`config.mk`:
```
export PLATFORM = sky130hd
export DESIGN_NAME = pmp_front
export DESIGN_NICKNAME = d
export VERILOG_FILES = /design/src/rtl/pair_midpoint_pose_to_odom_frame_macros.svh /design/src/rtl/pmp_pkg.sv /design/src/rtl/pmp_front.sv
export SDC_FILE = /design/constraint.sdc
export NUM_CORES = 1
export LEC_CHECK = 0
export BUFFER_PORTS_ARGS = -buffer_cell sky130_fd_sc_hd__buf_2
export CAP_MARGIN = 20
export CORE_ASPECT_RATIO = 1.25
export CORE_MARGIN = 5
export CORE_UTILIZATION = 59
export CTS_CLUSTER_SIZE = 8
export DETAILED_ROUTE_END_ITERATION = 10
export HOLD_SLACK_MARGIN = 0.08
export PLACE_DENSITY_LB_ADDON = 0.2
export SLEW_MARGIN = 25
export SYNTH_ARGS = -nofsm -noshare
export SYNTH_HDL_FRONTEND = slang
export SYNTH_SLANG_ARGS = --single-unit
```
`constraint.sdc`:
```
create_clock -name clock -period 13.8 [get_ports clock]
set_input_delay 0 -clock clock [delete_from_list [all_inputs] [get_ports clock]]
set_output_delay 0 -clock clock [all_outputs]
set_load 0.03 [all_outputs]
```
`src/rtl/pair_midpoint_pose_to_odom_frame_macros.svh`:
```
// Assertion macros for the pair midpoint pose block.
// Included by the top level; no other dependencies.
`ifndef PAIR_MIDPOINT_POSE_TO_ODOM_FRAME_MACROS_SVH
`define PAIR_MIDPOINT_POSE_TO_ODOM_FRAME_MACROS_SVH
`ifndef SYNTHESIS
`define PMP_ASSERT_NEVER(lbl, clk, rst, expr) \
   lbl: assert property (@(posedge clk) disable iff (rst) !(expr)) \
      else $error("assertion failed");
`define PMP_ASSERT_AFTER(lbl, clk, rst, ante, n, cons) \
   lbl: assert property (@(posedge clk) disable iff (rst) (ante) |-> ##(n) (cons)) \
      else $error("assertion failed");
`else
`define PMP_ASSERT_NEVER(lbl, clk, rst, expr)
`define PMP_ASSERT_AFTER(lbl, clk, rst, ante, n, cons)
`endif
`endif

```
`src/rtl/pmp_pkg.sv`:
```
// Shared types and constants for the pair midpoint pose block.
// No dependencies.
`timescale 1ns / 1ps
package pmp_pkg;
   typedef struct packed {
      logic signed [31:0] first_x;
      logic signed [31:0] first_y;
      logic signed [31:0] second_x;
      logic signed [31:0] second_y;
      logic signed [31:0] odom_origin_x;
      logic signed [31:0] odom_origin_y;
      logic signed [15:0] odom_yaw;
   } req_type;

   typedef struct packed {
      logic signed [31:0] mid_x;
      logic signed [31:0] mid_y;
      logic signed [15:0] heading;
      logic signed [31:0] local_x;
      logic signed [31:0] local_y;
      logic signed [15:0] relative_yaw;
   } rsp_type;

   // Front-end result handed to the CORDIC back end
   typedef struct packed {
      logic signed [31:0] mid_x;
      logic signed [31:0] mid_y;
      logic signed [32:0] dx;
      logic signed [32:0] dy;
      logic signed [32:0] off_x;
      logic signed [32:0] off_y;
      logic signed [15:0] yaw;
      logic               same_pos;
   } work_type;

   localparam int GUARD_BITS = 24;
   localparam int VEC_W = 60;
   localparam logic signed [30:0] INV_GAIN_Q30 = 31'sd652032875;

   localparam logic [31:0] ATAN_TURN32 [32] = '{
      32'd536870912, 32'd316933406, 32'd167458907, 32'd85004756, 32'd42667331,
      32'd21354465, 32'd10679838, 32'd5340245, 32'd2670163, 32'd1335087,
      32'd667544, 32'd333772, 32'd166886, 32'd83443, 32'd41722, 32'd20861,
      32'd10430, 32'd5215, 32'd2608, 32'd1304, 32'd652, 32'd326, 32'd163,
      32'd81, 32'd41, 32'd20, 32'd10, 32'd5, 32'd3, 32'd1, 32'd1, 32'd0
   };

   // Arctangent of 2^-i, rounded to nearest at ab bits per turn
   function automatic logic [31:0] atan_step(input int i, input int ab);
      logic [63:0] t;
      int sh;
      sh = 32 - ab;
      t = {32'd0, ATAN_TURN32[i % 32]};
      t = (t + (64'd1 << (sh - 1))) >> sh;
      return t[31:0];
   endfunction
endpackage

```
`src/rtl/pmp_front.sv`:
```
// Front end: takes a request, forms midpoint, difference and offset vectors.
// Depends on pmp_pkg.
`timescale 1ns / 1ps
module pmp_front (
   input  logic             clock,
   input  logic             reset,
   input  logic             take,
   input  pmp_pkg::req_type req_item,
   output logic             work_valid,
   output pmp_pkg::work_type work_item
);
   logic                 valid_ff;
   pmp_pkg::work_type    work_ff, work_in;
   logic signed [32:0]   sum_x, sum_y;

   always_comb begin
      sum_x = 33'(req_item.first_x) + 33'(req_item.second_x);
      sum_y = 33'(req_item.first_y) + 33'(req_item.second_y);
      work_in.mid_x = sum_x[32:1];
      work_in.mid_y = sum_y[32:1];
      work_in.dx = 33'(req_item.second_x) - 33'(req_item.first_x);
      work_in.dy = 33'(req_item.second_y) - 33'(req_item.first_y);
      work_in.off_x = 33'($signed(sum_x[32:1])) - 33'(req_item.odom_origin_x);
      work_in.off_y = 33'($signed(sum_y[32:1])) - 33'(req_item.odom_origin_y);
      work_in.yaw = req_item.odom_yaw;
      work_in.same_pos = (req_item.first_x == req_item.second_x) &&
                         (req_item.first_y == req_item.second_y);
   end

   always_ff @(posedge clock) begin
      if (reset) begin
         valid_ff <= 1'b0;
      end else begin
         valid_ff <= take;
      end
      if (take) begin
         work_ff <= work_in;
      end
   end

   assign work_valid = valid_ff;
   assign work_item  = work_ff;
endmodule

```
**Yosys cells after proc, flatten, opt, wreduce, memory -nomap -nowiden**

Cells that the tools add are included.
Widths: inputs -> output; s select.

- Bits in registers: 214
- Bits of input ports: 211
- Output and inout bits: 214
- Logic and storage cells: 18

- Add/sub/neg operators: 6
- Equality and inequality tests: 2
- Reductions and logical operators: 1

Operator list:

| operator | number |
|---|---|
| $sub 32x32->33 | 4 |
| $add 32x32->33 | 2 |
| $eq 32x32->1 | 2 |
| $logic_and 1x1->1 | 1 |

**Longest topological paths before layout**

- Depth after elaboration: 2
- Gate-level depth with buffers: 22
- Mapped depth without buffers: 21

**Worst setup path before layout**

Ideal clock, no wire load.

- Path kind: input to register
- From: input port req_item[112] (netlist name)
- To: register work_ff, in the netlist work_item[82] (data pin)
- Setup time: 0.262 ns
- Arrival: 4.057 ns
- Required time: 13.538 ns
- Path slack: 9.482 ns
- Cell stages on the path: 20
- Buffers on the path: 0
- Path through: ha_1 -> fa_1 -> a21oi_1 -> o21a_1 -> o21bai_1 -> a221oi_1 -> o311ai_0 -> a221oi_1 -> mux2i_1 -> nand4_1 -> ha_1 -> nand2_1 -> or4_1 -> nor3_1 -> a21oi_1 -> o211ai_1 -> a31oi_1 -> o21a_1 -> o211ai_1 -> o31ai_1

RTL lines:

| element | RTL line | RTL |
|---|---|---|
| start: declaration | pmp_front.sv:8 | `input pmp_pkg::req_type req_item,` |
| end signal: assignment | pmp_front.sv:37 | `work_ff <= work_in;` |
| end: declaration | pmp_front.sv:13 | `pmp_pkg::work_type work_ff, work_in;` |

==> results.py <==
metrics = {
    "floorplanning": {
        "io-pin-count": 425,
        "die_x_microns": 161,
        "num_rows": 69,
        "fp.dieArea_sq_um": 32100,
        "design.core.area_sq_um": 28300,
        "initial_core_util": 0.596,
        "die_h_microns": 199,
    },
    "logic_synthesis": {
        "synth_cells": 1772,
        "ys_ff_latch": 214,
        "synth_top_area_frac": 0.379,
        "yosys.area.top_type": "edfxtp_1",
        "avgSynthCellArea_sq_um": 9.53,
        "synth.area.top_cells": "edfxtp_1 38%, ha_1 14%, xnor2_1 6.8%, a21oi_1 5.3%, inv_1 4.7%",
        "synth_edf_count": 213,
        "synthArstFlopShare": 0,
        "synth_warnings": 0,
        "netlist_area_sq_um": 16900,
        "ys_types": 89,
        "synth_seq_area_share": 0.380,
        "synth_common_cells": "213 x edfxtp_1, 213 x inv_1, 192 x ha_1, 179 x a21oi_1, 131 x xnor2_1",
        "synth_ff_type": "edfxtp_1",
        "synth_nets": 2181,
    },
    "finish": {
        "final_area_sq_um": 21000,
        "layout-drive-gt1-share": 0.214,
        "final.fill_count": 2136,
        "areaGrowthSynthToFinish_pct": 24.6,
        "final_nets": 2674,
        "stdcell_count": 2641,
    },
    "placement": {
        "post-place-cells": 2493,
        "port_buffers": 424,
        "place_hpwl_mm": 40.3,
        "dpl_cell_area_sq_um": 19200,
        "routabilityCongestion": 0.969,
    },
    "critical_path": {
        "cpMostUsedCell": "a21oi_1",
        "endpoint_kind": "flip-flop",
        "critPathMaxFanout": 5,
        "crit_slowest_cell": "dlygate4sd3_1",
        "cp.arrival_ps": 5650,
        "start_kind": "input port",
        "slowest_delay_ps": 550,
        "cp.required_ps": 14100,
        "criticalPathCategory": "in -> reg",
        "path_cells": "dlygate4sd3_1 > buf_2 > inv_1 > ha_1 > nor2b_1 > o21a_1 > o21bai_1 > a21oi_1 > a211oi_1 > o21ai_0 > a21oi_1 > o21bai_1 > xnor2_1 > ha_1 > a21o_1 > a21o_1 > a21oi_1 > nor2_1 > a211oi_1 > o311a_1 > o21ai_0 > a21oi_1 > xnor2_1 > dlygate4sd3_1",
    },
    "drt": {
        "drt-total-wl_mm": 52.9,
        "viasPerCell": 5.87,
        "first_pass_iters": 6,
        "postRouteAntennaNets": 0,
        "dr_total_vias": 15500,
        "drc_errors": 0,
        "wl_per_cell_microns": 20.0,
        "first_iter_violations": 1168,
    },
    "timing": {
        "finalHoldViolations": 0,
        "slew_viol_final": 0,
        "worst_pin_slew_ps": 989,
        "tns_ps": 0,
        "fin_crit_sh": 0.388,
        "relSlewSlack": 0.335,
        "final-setup-viol-count": 0,
        "min_period_ps": 5350,
        "rsz0062_at_grt": "no",
        "max_freq_mhz": 187,
    },
    "clock_tree": {
        "root_buffer": "clkbuf_16",
        "cts_resized": 0,
        "htreeDepth": 1,
        "cts_sinks": 214,
        "tritoncts": "built",
        "clk_pin_slew_worst_paths_ps": 50,
        "clockBufferDepth": 3,
        "cts_inserted_buffers": 30,
    },
    "grt": {
        "first_global_vias": 15100,
        "grt_start_max_net_pins": 131,
        "grt-ovfl-total": 0,
        "grt.total_usage": 0.311,
        "grt_pass1_wl_mm": 79.5,
        "antenna_found_initial": 11,
    },
    "worst_hold_path": {
        "min_from": "req_item[202]",
        "hold_class": "in -> reg",
        "min_to": "work_item[143]",
        "min_path_cells": 5,
    },
    "power_and_ir_drop": {
        "p_per_area_nw_per_um2": 139,
        "peakVddDrop_mv": 0.101,
        "leakage_nw": 9.75,
    },
    "job": {
        "maxCapViolCount": 0,
    },
    "outcome": {
        "status": "finished clean",
    },
}
==> sequential cells by signal, summed over array words and instances, names as in the netlist <==
name / cells
work_item: 213
work_valid: 1
==> cell type report <==
| cell class | instances | area [sq um] | share of cell area |
|---|---|---|---|
| multi-input cells | 1278 | 9390 | 0.446 |
| well taps | 355 | 444 | 0.0211 |
| inverters | 221 | 830 | 0.0394 |
| repair buffers | 520 | 3110 | 0.148 |
| diodes | 8 | 20.0 | 0.000952 |
| flip-flops and latches | 214 | 6420 | 0.305 |
| clock buffers | 45 | 828 | 0.0394 |
==> through the flow <==
stage | hold slack [ps] | util | power [mW] | worst slack, ps
floorplan | 71.6 | - | 1.85 | 9480
global placement | 159 | 0.679 | 2.20 | 8910
detailed placement | 165 | 0.679 | 2.21 | 8770
CTS | 80.2 | 0.741 | 2.92 | 8640
global route | 90.9 | 0.743 | 3.07 | 8210
finish | 84.2 | 0.743 | 2.93 | 8450
==> logic make-up after synthesis <==
family | synth area share
DFF | 0.380
buffers and inverters | 0.0642
xor gates and xnor gates | 0.0845
muxes | 0.00237
adders and majority gates | 0.149
and+or+nand+nor | 0.113
AOI/OAI and AO/OA | 0.206
==> critical path: cells and delay by family <==
kind,cells,cell delay (ps)
simple gates,2,140
buf+inv,4,1320
compound gates,14,3140
fa+ha+maj,2,700
xor+xnor,2,330
==> power by group <==
part / switching, mW / internal, mW
logic: 0.848 / 0.457
clock network: 0.271 / 0.404
registers: 0.0418 / 0.908
==> timing repair <==
| action | in CTS | in global routing |
|---|---|---|
| buffers inserted | 0 | 0 |
| hold endpoints to repair | 86 | 47 |
| hold buffers | 93 | 1 |
==> layer usage <==
layer  global-route usage  vias up  share of wire  wire length [microns]
li1                     -     7363              -                      -
met1                0.361     7222           0.37                  19500
met2                0.552      756           0.49                  26100
met3               0.0755      148          0.093                   4930
met4                0.127       10          0.042                   2210
met5                    0        -        0.00093                     49
==> worst max path at each step <==
stage                              from            end  depth (start not counted)
after floorplan           req_item[112]  work_item[82]                         20
after global placement    req_item[145]  work_item[46]                         22
after detailed placement  req_item[145]  work_item[46]                         22
after CTS                 req_item[177]  work_item[79]                         24
after global routing      req_item[177]  work_item[79]                         24
final                     req_item[177]  work_item[79]                         24
==> layout by cell type (no fill, tap or decap), types with 31 or more instances in the layout <==
master	Yosys	routed
buf_2	13	423
inv_1	213	213
edfxtp_1	213	213
ha_1	192	192
a21oi_1	179	179
xnor2_1	131	131
nor2_1	125	125
dlygate4sd3_1	0	94
nand2_1	75	75
a21o_1	72	72
o21ai_0	69	69
o21bai_1	40	40
nor3_1	33	33
xor2_1	32	32
clkbuf_16	0	31
(Power assumes the default switching activity.)
