`config.mk`:
```
export PLATFORM = sky130hd
export DESIGN_NAME = pmp_queue
export DESIGN_NICKNAME = d
export VERILOG_FILES = /design/src/rtl/pair_midpoint_pose_to_odom_frame_macros.svh /design/src/rtl/pmp_pkg.sv /design/src/rtl/pmp_queue.sv
export SDC_FILE = /design/constraint.sdc
export NUM_CORES = 1
export LEC_CHECK = 0
export ABC_CLOCK_PERIOD_IN_PS = 30100
export BUFFER_PORTS_ARGS = -buffer_cell sky130_fd_sc_hd__buf_2
export CORE_ASPECT_RATIO = 2
export CORE_MARGIN = 5
export CORE_UTILIZATION = 57
export CTS_CLUSTER_DIAMETER = 50
export DETAILED_ROUTE_END_ITERATION = 8
export PLACE_DENSITY = 0.91
export SLEW_MARGIN = 20
export SYNTH_ARGS = -nofsm -noshare
export SYNTH_HDL_FRONTEND = slang
export SYNTH_SLANG_ARGS = --single-unit
```
`constraint.sdc`:
```
create_clock -name clock -period 30.1 [get_ports clock]
set_input_delay 0 -clock clock [delete_from_list [all_inputs] [get_ports clock]]
set_output_delay 0 -clock clock [all_outputs]
set_load 0.1 [all_outputs]
```
`src/rtl/pair_midpoint_pose_to_odom_frame_macros.svh`:
```
// Assertion macros for the pair midpoint pose block.
// Included by the top level; no other dependencies.
`ifndef PAIR_MIDPOINT_POSE_TO_ODOM_FRAME_MACROS_SVH
`define PAIR_MIDPOINT_POSE_TO_ODOM_FRAME_MACROS_SVH
`ifndef SYNTHESIS
`define PMP_ASSERT_NEVER(lbl, clk, rst, expr) \
   lbl: assert property (@(posedge clk) disable iff (rst) !(expr)) \
      else $error("assertion failed");
`define PMP_ASSERT_AFTER(lbl, clk, rst, ante, n, cons) \
   lbl: assert property (@(posedge clk) disable iff (rst) (ante) |-> ##(n) (cons)) \
      else $error("assertion failed");
`else
`define PMP_ASSERT_NEVER(lbl, clk, rst, expr)
`define PMP_ASSERT_AFTER(lbl, clk, rst, ante, n, cons)
`endif
`endif

```
`src/rtl/pmp_pkg.sv`:
```
// Shared types and constants for the pair midpoint pose block.
// No dependencies.
`timescale 1ns / 1ps
package pmp_pkg;
   typedef struct packed {
      logic signed [31:0] first_x;
      logic signed [31:0] first_y;
      logic signed [31:0] second_x;
      logic signed [31:0] second_y;
      logic signed [31:0] odom_origin_x;
      logic signed [31:0] odom_origin_y;
      logic signed [15:0] odom_yaw;
   } req_type;

   typedef struct packed {
      logic signed [31:0] mid_x;
      logic signed [31:0] mid_y;
      logic signed [15:0] heading;
      logic signed [31:0] local_x;
      logic signed [31:0] local_y;
      logic signed [15:0] relative_yaw;
   } rsp_type;

   // Front-end result handed to the CORDIC back end
   typedef struct packed {
      logic signed [31:0] mid_x;
      logic signed [31:0] mid_y;
      logic signed [32:0] dx;
      logic signed [32:0] dy;
      logic signed [32:0] off_x;
      logic signed [32:0] off_y;
      logic signed [15:0] yaw;
      logic               same_pos;
   } work_type;

   localparam int GUARD_BITS = 24;
   localparam int VEC_W = 60;
   localparam logic signed [30:0] INV_GAIN_Q30 = 31'sd652032875;

   localparam logic [31:0] ATAN_TURN32 [32] = '{
      32'd536870912, 32'd316933406, 32'd167458907, 32'd85004756, 32'd42667331,
      32'd21354465, 32'd10679838, 32'd5340245, 32'd2670163, 32'd1335087,
      32'd667544, 32'd333772, 32'd166886, 32'd83443, 32'd41722, 32'd20861,
      32'd10430, 32'd5215, 32'd2608, 32'd1304, 32'd652, 32'd326, 32'd163,
      32'd81, 32'd41, 32'd20, 32'd10, 32'd5, 32'd3, 32'd1, 32'd1, 32'd0
   };

   // Arctangent of 2^-i, rounded to nearest at ab bits per turn
   function automatic logic [31:0] atan_step(input int i, input int ab);
      logic [63:0] t;
      int sh;
      sh = 32 - ab;
      t = {32'd0, ATAN_TURN32[i % 32]};
      t = (t + (64'd1 << (sh - 1))) >> sh;
      return t[31:0];
   endfunction
endpackage

```
`src/rtl/pmp_queue.sv`:
```
// Two-entry request queue between front end and CORDIC back end.
// Depends on pmp_pkg.
`timescale 1ns / 1ps
module pmp_queue (
   input  logic              clock,
   input  logic              reset,
   input  logic              push,
   input  pmp_pkg::work_type push_item,
   output logic              pop_valid,
   output pmp_pkg::work_type pop_item,
   output logic              full
);
   pmp_pkg::work_type slot_ff [2];
   logic              wr_ptr_ff, wr_ptr_in, rd_ptr_ff, rd_ptr_in;
   logic [1:0]        count_ff, count_in;
   logic              pop;

   always_comb begin
      pop = (count_ff != 2'd0);
      wr_ptr_in = push ? ~wr_ptr_ff : wr_ptr_ff;
      rd_ptr_in = pop ? ~rd_ptr_ff : rd_ptr_ff;
      count_in = count_ff + {1'b0, push} - {1'b0, pop};
   end

   always_ff @(posedge clock) begin
      if (reset) begin
         wr_ptr_ff <= 1'b0;
         rd_ptr_ff <= 1'b0;
         count_ff  <= 2'd0;
      end else begin
         wr_ptr_ff <= wr_ptr_in;
         rd_ptr_ff <= rd_ptr_in;
         count_ff  <= count_in;
      end
      if (push) begin
         slot_ff[wr_ptr_ff] <= push_item;
      end
   end

   assign pop_valid = pop;
   assign pop_item  = slot_ff[rd_ptr_ff];
   assign full      = (count_ff == 2'd2);
endmodule

```
# [Word level (Yosys, flattened, before mapping)]
# Memory sizes are Yosys's and may differ from the RTL's. A register that Yosys moved wholly into a read port is not among the register bits.
# Index checks and enable logic that the tools add are counted.
[word_totals] mem_bits_rw=426 word_cells=14 ff_bits=4 output_inout_bits=215 input_bits=216 memories=1
[memory_table] name="slot_ff" words=2 width=213 rd=1 rd_clocked_by_memory_dff=1 wr=1 line_no="pmp_queue.sv:13" rtl="pmp_pkg::work_type slot_ff [2];"
[op_classes] n_bitwise=2 add_sub_neg=2 reduce_logical=1 n_mux=4 eq_ne=1
[ops] cell="1-bit 2-to-1 mux" count=4
[ops] cell="2-bit by 1-bit adder with 2-bit output" count=1
[ops] cell="2-bit equality test (second input constant)" count=1
[ops] cell="1-bit NOT" count=2
[ops] cell="2-bit nonzero test" count=1
[ops] cell="2-bit by 1-bit subtractor with 2-bit output" count=1

# [Longest topological paths before layout]
# Gate-level depths: netlist of run 1.
[depth] ltp_word=3 depth_mapped=4 depth_no_buf=4

# [Least setup slack after synthesis of run 1]
# Ideal clock, no wire load.
[synth_timing] path_kind="reg-to-reg" from="register wr_ptr_ff" to="memory slot_ff[0][0] (netlist name) (enable)" path_buffers=0 path_stages_with_launch=2 required_ps=29284 setup_time_ps=816 arrival_ps=9719 synth_period_minus_slack_ps=10535 setup_slack_ps=19565 path_cell_list="dfxtp_1 nor2b_1"
[synth_rtl] item="start, declared" line_no="pmp_queue.sv:14" rtl="logic wr_ptr_ff, wr_ptr_in, rd_ptr_ff, rd_ptr_in;"
[synth_rtl] item="start signal, assigned" line_no="pmp_queue.sv:31" rtl="wr_ptr_ff <= wr_ptr_in;"
[synth_rtl] item="end, declared" line_no="pmp_queue.sv:13"
# No word-level cell before the write port.

==> flow_results.xml, run 1 <==
<?xml version="1.0" encoding="UTF-8"?>
<metrics>
  <group name="critical_path">
    <metric name="cp-start-kind" unit="">flop</metric>
    <metric name="crit_type" unit="">reg -&gt; out</metric>
    <metric name="critical_path_arrival" unit="ps">3800</metric>
    <metric name="reg2reg_depth" unit="">3</metric>
    <metric name="required" unit="ps">30100</metric>
    <metric name="critical_path.endpoint_type" unit="">primary output</metric>
    <metric name="worst-r2r-setup-slack" unit="ps">27150</metric>
    <metric name="rr_startpoint" unit="">wr_ptr_ff</metric>
    <metric name="rr_endpoint" unit="">slot_ff[0][90]</metric>
    <metric name="timing.critical_path.fanout_max" unit="">127</metric>
  </group>
  <group name="worst_hold_path">
    <metric name="whs_endpoint" unit="">slot_ff[0][39]</metric>
    <metric name="timing.hold.worst.class" unit="">in -&gt; reg</metric>
    <metric name="min_path_cells" unit="">2</metric>
    <metric name="hold_path_startpoint" unit="">push_item[39]</metric>
  </group>
  <group name="timing">
    <metric name="finClkSkew" unit="ps">19.02</metric>
    <metric name="timing.slew.headroom" unit="%">26.31</metric>
    <metric name="finalHoldViolations" unit="">0</metric>
    <metric name="rsz_0062_raised_after_global_routing" unit="">false</metric>
    <metric name="final_min_period_over_clock_period" unit="%">12.62</metric>
    <metric name="finalSetupViolations" unit="">0</metric>
    <metric name="finalSetupTns" unit="ps">0</metric>
    <metric name="maxSlewViolCount" unit="">0</metric>
    <metric name="fin_crit" unit="ps">3798</metric>
    <metric name="tightest_slew" unit="ps">1105</metric>
    <metric name="max_freq" unit="GHz">0.2633</metric>
  </group>
  <group name="floorplanning">
    <metric name="floorplan.rows" unit="">87</metric>
    <metric name="floorplan.initialDensity" unit="%">57.75</metric>
    <metric name="fp.dieW" unit="um">129.5</metric>
    <metric name="core_region_area" unit="sq um">28190</metric>
    <metric name="floorplan.io_pins" unit="">431</metric>
    <metric name="die_area" unit="sq um">32250</metric>
    <metric name="die_span_y" unit="um">249.0</metric>
  </group>
  <group name="global_route">
    <metric name="gr-total-overflow" unit="">0</metric>
    <metric name="grt_use_total" unit="%">26.96</metric>
    <metric name="initial_antenna_violation_count" unit="">7</metric>
    <metric name="grt_pass1_vias" unit="">10530</metric>
    <metric name="grt_start_max_net_pins" unit="">128</metric>
    <metric name="global_route_wire_length_before_repair" unit="mm">64.00</metric>
  </group>
  <group name="outcome">
    <metric name="status" unit="">finished, final reports clean</metric>
  </group>
  <group name="cells_and_area">
    <metric name="drive_above_1_share" unit="%">51.53</metric>
    <metric name="area.growth.synth_to_final" unit="%">35.63</metric>
    <metric name="layout.nets" unit="">1569</metric>
  </group>
  <group name="clock_tree">
    <metric name="cts_buffers" unit="">37</metric>
    <metric name="insertion_delay" unit="ps">520</metric>
    <metric name="clockRootBuffer" unit="">sky130_fd_sc_hd__clkbuf_16</metric>
    <metric name="worst_setup_hold_path_clk_slew" unit="ps">70</metric>
    <metric name="max_h_tree_level" unit="">2</metric>
    <metric name="clock_tree_from_tritoncts" unit="">built</metric>
    <metric name="clock_sink_count" unit="">431</metric>
    <metric name="post_cts_resized" unit="">0</metric>
    <metric name="cts.path.max_buffers" unit="">3</metric>
  </group>
  <group name="routing">
    <metric name="route.antenna.remaining_nets" unit="">0</metric>
    <metric name="average_wire_per_cell_in_the_routed_design" unit="um">25.45</metric>
    <metric name="avgViaCountPerCell" unit="">5.419</metric>
    <metric name="tritonroute_pass_1_iters" unit="">5</metric>
    <metric name="drt-total-wl" unit="mm">44.25</metric>
    <metric name="detailroute.via_count" unit="">9423</metric>
    <metric name="drc_errors" unit="">0</metric>
    <metric name="drt-initial-drc-count" unit="">601</metric>
  </group>
  <group name="placement">
    <metric name="place.gp.congestion" unit="">0.9178</metric>
    <metric name="placement.io_buffers" unit="">430</metric>
    <metric name="detailedPlacementHpwl" unit="mm">26.38</metric>
  </group>
  <group name="synthesis">
    <metric name="yosys-top-cells-area" unit="">sky130_fd_sc_hd__edfxtp_1 79%, sky130_fd_sc_hd__mux2_4 16%, sky130_fd_sc_hd__mux2_2 3.0%</metric>
    <metric name="seq_total_area_yosys" unit="%">79.18</metric>
    <metric name="netlist.area_leader.share" unit="%">78.57</metric>
    <metric name="synthDistinctLibCells" unit="">17</metric>
    <metric name="syn-num-nets" unit="">901</metric>
    <metric name="ys_ff_latch" unit="">431</metric>
    <metric name="post-synth-top-area-cell" unit="">sky130_fd_sc_hd__edfxtp_1</metric>
    <metric name="synth-warning-count" unit="">0</metric>
    <metric name="synth.cell_area" unit="sq um">16280</metric>
    <metric name="synthCells" unit="">684</metric>
    <metric name="syn-mean-instance-area" unit="sq um">23.80</metric>
  </group>
  <group name="power">
    <metric name="power.leakage" unit="nW">8.704</metric>
    <metric name="cellPowerDensity" unit="nW/um^2">70.18</metric>
    <metric name="totalPowerFinal" unit="mW">1.550</metric>
    <metric name="power.ir.vdd_worst" unit="uV">71.40</metric>
  </group>
  <group name="flow_run">
    <metric name="max_capacitance_violation_count" unit="">0</metric>
  </group>
</metrics>
==> cells by family after synthesis <==
group                      count (synthesis)  share of synthesized area (%)
adders and majority gates                  1                        0.07683
and+or+nand+nor                           11                         0.3919
muxes                                    213                          18.65
xor gates and xnor gates                   1                        0.05380
AOI/OAI and AO/OA                          3                         0.1383
DFF                                      431                          79.18
buffers and inverters                     24                          1.506
==> synthesized netlist by cell type <==
library cell               number
sky130_fd_sc_hd__edfxtp_1     426
sky130_fd_sc_hd__mux2_4       170
sky130_fd_sc_hd__mux2_2        43
sky130_fd_sc_hd__buf_6         20
sky130_fd_sc_hd__dfxtp_1        5
sky130_fd_sc_hd__buf_2          4
sky130_fd_sc_hd__nor2b_1        4
sky130_fd_sc_hd__nor3_1         3
sky130_fd_sc_hd__a21bo_2        1
sky130_fd_sc_hd__a21oi_1        1
sky130_fd_sc_hd__and2_1         1
sky130_fd_sc_hd__ha_1           1
sky130_fd_sc_hd__nand3b_1       1
sky130_fd_sc_hd__nor2_1         1
sky130_fd_sc_hd__o21a_1         1
sky130_fd_sc_hd__or2_2          1
sky130_fd_sc_hd__xnor2_1        1
==> critical path, stage by stage, from the launching register on <==
cell                      delay (ps)
sky130_fd_sc_hd__dfxtp_4         680
sky130_fd_sc_hd__buf_12          630
sky130_fd_sc_hd__buf_4           940
sky130_fd_sc_hd__mux2_2          340
sky130_fd_sc_hd__buf_2           430
==> layout make-up <==
cell class / instances / area [sq um]
antenna: 9 / 22.52
clock buffer: 40 / 937.1
clock inverter: 21 / 247.7
fill: 1375 / 6111
multi-input combinational: 229 / 3154
sequential: 431 / 12900
tap: 356 / 445.4
timing repair buffer: 653 / 4379
==> per-stage QoR <==
stage | cell area, sq um | hold slack, ps | worst slack, ps | instances | util, %
after floorplan | 16280 | 69.07 | 19570 | 684 | -
after global placement | 18710 | 187.2 | 27000 | 1453 | 66.37
after detailed placement | 18710 | 191.7 | 26910 | 1453 | 66.37
after CTS | 22060 | 190.3 | 26350 | 1730 | 78.25
after global routing | 22080 | 208.6 | 26140 | 1738 | 78.32
final | 22080 | 213.0 | 26300 | 1739 | 78.33
==> report_power, final <==
part | internal, mW | switching (mW)
clock network | 0.270 | 0.211
logic | 0.0861 | 0.268
registers | 0.701 | 0.0137
==> registers in the layout, indices dropped and copies added (netlist names), named ones only <==
name and count:
rd_ptr_ff 1, slot_ff 426, count_ff 2, wr_ptr_ff 1
==> per-layer routing <==
layer | wire length [um] | up-vias | global-route usage, %
met2 | 24380 | 554 | 49.32
met3 | 3029 | 144 | 5.193
met4 | 2872 | 0 | 15.07
met1 | 13970 | 4660 | 28.15
met5 | 0 | - | 0
li1 | - | 4065 | -
==> repair_timing <==
item                                    4_1_cts  5_1_grt
hold buffers                                216        0
hold endpoints to repair                    431        0
endpoints found under the setup margin        0        0
buffers inserted                              0        0
==> worst max path at each step <==
| stage | start | to | slack [ps] | cells past startpoint |
|---|---|---|---|---|
| floorplan | wr_ptr_ff | slot_ff[0][0] | 19570 | 1 |
| global placement | flop | pop_item[20] | 27000 | 4 |
| detailed placement | flop | pop_item[20] | 26910 | 4 |
| CTS | flop | pop_item[20] | 26350 | 4 |
| global route | flop | pop_item[20] | 26140 | 4 |
| finish | flop | pop_item[20] | 26300 | 4 |
==> cell usage in the layout, fill, tap and decap left out <==
cell type / count
sky130_fd_sc_hd__and2_4: 1
sky130_fd_sc_hd__dfxtp_4: 1
sky130_fd_sc_hd__buf_2: 430
sky130_fd_sc_hd__mux2_2: 43
sky130_fd_sc_hd__inv_8: 2
sky130_fd_sc_hd__clkbuf_1: 3
sky130_fd_sc_hd__clkinv_2: 5
sky130_fd_sc_hd__or2_2: 1
sky130_fd_sc_hd__mux2_4: 170
sky130_fd_sc_hd__a21oi_1: 1
sky130_fd_sc_hd__buf_12: 1
sky130_fd_sc_hd__diode_2: 9
sky130_fd_sc_hd__o21a_1: 1
sky130_fd_sc_hd__clkinvlp_4: 3
sky130_fd_sc_hd__nor2b_1: 3
sky130_fd_sc_hd__inv_6: 1
sky130_fd_sc_hd__buf_4: 6
sky130_fd_sc_hd__nand3b_1: 1
sky130_fd_sc_hd__nor2_1: 1
sky130_fd_sc_hd__ha_1: 1
sky130_fd_sc_hd__clkbuf_16: 37
sky130_fd_sc_hd__xnor2_1: 1
sky130_fd_sc_hd__bufinv_16: 5
sky130_fd_sc_hd__dlygate4sd3_1: 216
sky130_fd_sc_hd__clkinv_1: 5
sky130_fd_sc_hd__edfxtp_1: 426
sky130_fd_sc_hd__a21bo_2: 1
sky130_fd_sc_hd__nor2b_4: 1
sky130_fd_sc_hd__dfxtp_1: 4
sky130_fd_sc_hd__nor3_1: 3
No activity file was read; power rests on OpenSTA's default activity.
==> run 2: changes to the inputs <==
--- a/config.mk
+++ b/config.mk
@@ -5,14 +5,14 @@
 export SDC_FILE = /design/constraint.sdc
 export NUM_CORES = 1
 export LEC_CHECK = 0
-export ABC_CLOCK_PERIOD_IN_PS = 30100
+export ABC_CLOCK_PERIOD_IN_PS = 3800
 export BUFFER_PORTS_ARGS = -buffer_cell sky130_fd_sc_hd__buf_2
 export CORE_ASPECT_RATIO = 2
 export CORE_MARGIN = 5
-export CORE_UTILIZATION = 57
+export CORE_UTILIZATION = 53
 export CTS_CLUSTER_DIAMETER = 50
 export DETAILED_ROUTE_END_ITERATION = 8
-export PLACE_DENSITY = 0.91
+export PLACE_DENSITY = 0.86
 export SLEW_MARGIN = 20
 export SYNTH_ARGS = -nofsm -noshare
 export SYNTH_HDL_FRONTEND = slang
==> constraint.sdc (replaced) <==
create_clock -name clock -period 3.8 [get_ports clock]
set_input_delay 0 -clock clock [delete_from_list [all_inputs] [get_ports clock]]
set_output_delay 0 -clock clock [all_outputs]
set_load 0.1 [all_outputs]
==> flow_results.xml, run 2 (synthesized netlist as in run 1, its figures left out) <==
<?xml version="1.0" encoding="UTF-8"?>
<metrics>
  <group name="routing">
    <metric name="average_wire_per_cell_in_the_routed_design" unit="um">23.99</metric>
    <metric name="drt-total-wl" unit="mm">42.29</metric>
    <metric name="avgViaCountPerCell" unit="">5.264</metric>
    <metric name="drt-initial-drc-count" unit="">616</metric>
    <metric name="drc_errors" unit="">0</metric>
    <metric name="route.antenna.remaining_nets" unit="">0</metric>
    <metric name="tritonroute_pass_1_iters" unit="">4</metric>
    <metric name="detailroute.via_count" unit="">9281</metric>
  </group>
  <group name="floorplanning">
    <metric name="core_region_area" unit="sq um">30290</metric>
    <metric name="die_area" unit="sq um">34540</metric>
    <metric name="floorplan.rows" unit="">90</metric>
    <metric name="die_span_y" unit="um">257.9</metric>
    <metric name="floorplan.initialDensity" unit="%">53.75</metric>
    <metric name="floorplan.io_pins" unit="">431</metric>
    <metric name="fp.dieW" unit="um">133.9</metric>
  </group>
  <group name="critical_path">
    <metric name="required" unit="ps">3800</metric>
    <metric name="worst-r2r-setup-slack" unit="ps">1970</metric>
    <metric name="critical_path_arrival" unit="ps">2570</metric>
    <metric name="critical-path-top-cell-by-count" unit="">sky130_fd_sc_hd__buf_12</metric>
    <metric name="critical-path-slowest-cell" unit="">sky130_fd_sc_hd__dfxtp_4</metric>
    <metric name="critical_path.endpoint_type" unit="">primary output</metric>
    <metric name="cp_num_buf_inv" unit="">3</metric>
    <metric name="reg2reg_depth" unit="">5</metric>
    <metric name="crit_type" unit="">reg -&gt; out</metric>
    <metric name="cell_by_cell_listing_of_the_critical_path" unit="">buf_12, buf_12, mux2_4, buf_2</metric>
    <metric name="timing.critical_path.fanout_max" unit="">43</metric>
    <metric name="critical_path.top_delay_family" unit="">buffers and inverters</metric>
    <metric name="worst-path-stages" unit="">4</metric>
    <metric name="cp-start-kind" unit="">flop</metric>
    <metric name="slowest_delay" unit="ps">760</metric>
  </group>
  <group name="placement">
    <metric name="place.gp.congestion" unit="">0.7890</metric>
    <metric name="detailedPlacementHpwl" unit="mm">24.58</metric>
    <metric name="placement.io_buffers" unit="">430</metric>
  </group>
  <group name="timing">
    <metric name="tightest_slew" unit="ps">708.0</metric>
    <metric name="finalSetupViolations" unit="">0</metric>
    <metric name="finalHoldViolations" unit="">0</metric>
    <metric name="fin_crit" unit="ps">2570</metric>
    <metric name="max_freq" unit="GHz">0.3892</metric>
    <metric name="finalSetupTns" unit="ps">0</metric>
    <metric name="finClkSkew" unit="ps">12.65</metric>
    <metric name="maxSlewViolCount" unit="">0</metric>
    <metric name="timing.slew.headroom" unit="%">52.80</metric>
    <metric name="rsz_0062_raised_after_global_routing" unit="">false</metric>
    <metric name="final_min_period_over_clock_period" unit="%">67.62</metric>
  </group>
  <group name="cells_and_area">
    <metric name="largest_registers" unit="">slot_ff: 426 flops, count_ff: 2 flops</metric>
    <metric name="layout.nets" unit="">1581</metric>
    <metric name="mostFrequentLayoutCell" unit="">sky130_fd_sc_hd__buf_2</metric>
    <metric name="largest_register_ff_count" unit="">426</metric>
    <metric name="post_route_core_utilization" unit="%">73.76</metric>
    <metric name="layout_common_cells" unit="">430 x sky130_fd_sc_hd__buf_2, 426 x sky130_fd_sc_hd__edfxtp_1, 216 x sky130_fd_sc_hd__dlygate4sd3_1</metric>
    <metric name="largest-register" unit="">slot_ff</metric>
    <metric name="area.growth.synth_to_final" unit="%">37.23</metric>
    <metric name="drive_above_1_share" unit="%">52.05</metric>
  </group>
  <group name="power">
    <metric name="power_frac_clock" unit="%">32.0</metric>
    <metric name="switching_share" unit="%">31.57</metric>
    <metric name="netSwitchingPower" unit="mW">3.925</metric>
    <metric name="internal-power" unit="mW">8.507</metric>
    <metric name="power.leakage" unit="nW">8.835</metric>
    <metric name="p_comb_share" unit="%">22.6</metric>
    <metric name="cellPowerDensity" unit="nW/um^2">556.4</metric>
    <metric name="share_seq_of_total_power" unit="%">45.4</metric>
    <metric name="power.ir.vdd_worst" unit="uV">523.1</metric>
    <metric name="totalPowerFinal" unit="mW">12.43</metric>
  </group>
  <group name="worst_hold_path">
    <metric name="timing.hold.worst.class" unit="">in -&gt; reg</metric>
    <metric name="min_path_cells" unit="">2</metric>
  </group>
  <group name="outcome">
    <metric name="status" unit="">finished, final reports clean</metric>
  </group>
  <group name="clock_tree">
    <metric name="clockRootBuffer" unit="">sky130_fd_sc_hd__clkbuf_16</metric>
    <metric name="max_h_tree_level" unit="">2</metric>
    <metric name="cts_buffers" unit="">39</metric>
    <metric name="insertion_delay" unit="ps">520</metric>
    <metric name="worst_setup_hold_path_clk_slew" unit="ps">70</metric>
    <metric name="cts.path.max_buffers" unit="">3</metric>
    <metric name="clock_tree_from_tritoncts" unit="">built</metric>
    <metric name="clock_sink_count" unit="">431</metric>
    <metric name="post_cts_resized" unit="">0</metric>
  </group>
  <group name="global_route">
    <metric name="grt_start_max_net_pins" unit="">119</metric>
    <metric name="grt_use_total" unit="%">23.85</metric>
    <metric name="grt_pass1_vias" unit="">10320</metric>
    <metric name="global_route_wire_length_before_repair" unit="mm">62.07</metric>
    <metric name="gr-total-overflow" unit="">0</metric>
    <metric name="initial_antenna_violation_count" unit="">5</metric>
  </group>
  <group name="flow_run">
    <metric name="max_capacitance_violation_count" unit="">0</metric>
  </group>
</metrics>
==> run 2: changes by cell type in the layout (fill, tap and decap cells not counted), moves of 2 or more <==
cell	change
sky130_fd_sc_hd__clkinvlp_4	-2
sky130_fd_sc_hd__clkinv_8	+3
sky130_fd_sc_hd__clkinv_4	+2
sky130_fd_sc_hd__buf_12	+6
sky130_fd_sc_hd__clkbuf_16	+4
sky130_fd_sc_hd__diode_2	-5
sky130_fd_sc_hd__clkinv_2	+2
sky130_fd_sc_hd__clkbuf_1	+2
sky130_fd_sc_hd__inv_8	-2
sky130_fd_sc_hd__buf_4	+4
==> run 2: worst reg2reg max path: stages (launching register included) <==
cell                            delay, ps
sky130_fd_sc_hd__dfxtp_1              440
sky130_fd_sc_hd__nor2b_1              190
sky130_fd_sc_hd__ha_1                 200
sky130_fd_sc_hd__a21bo_2              230
sky130_fd_sc_hd__a21oi_1              130
sky130_fd_sc_hd__dlygate4sd3_1        580
==> run 2: path summary, 6_finish.rpt <==
check / start / endpoint
max: flop / pop_item[188]
min: push_item[200] / slot_ff[1][200]
max reg2reg: count_ff[1] / count_ff[1]
min reg2reg: wr_ptr_ff / wr_ptr_ff
==> run 2: through the flow <==
stage / setup slack, ps / cells / area, sq um / hold WS (ps)
2_1_floorplan: -99.07 / 684 / 16290 / 64.97
3_3_place_gp: 1793 / 1475 / 18880 / 186.6
3_5_place_dp: 1784 / 1475 / 18880 / 190.7
4_1_cts: 1219 / 1759 / 22330 / 163.8
5_1_grt: 1141 / 1763 / 22340 / 182.6
6_report: 1230 / 1763 / 22340 / 202.0
==> run 2: final cells by class <==
cell class,count,area (sq um)
clock inverter,22,247.7
multi-input combinational,229,3154
tap,368,460.4
clock buffer,46,1045
fill,1632,7948
sequential,431,12900
antenna,4,10.01
timing repair buffer,663,4529
==> run 2: metal layers <==
layer  track usage [%]  routed length, um
met1             25.16              14160
met2             44.58              23650
met3             4.675               2408
met4             11.76               2059
met5                 0                  7
==> run 2: timing repair <==
action	CTS	global route
endpoints found under the hold margin	431	0
hold buffers	216	0
buffers inserted	0	0
==> run 2: power by group through the flow <==
stage | combinational (mW) | clock (mW) | sequential (mW)
after CTS | 2.79 | 4.00 | 5.64
after floorplan | 2.18 | 0 | 5.72
after detailed placement | 2.60 | 0 | 5.74
after global placement | 2.57 | 0 | 5.71
final | 2.81 | 3.97 | 5.65
after global routing | 2.88 | 4.23 | 5.67
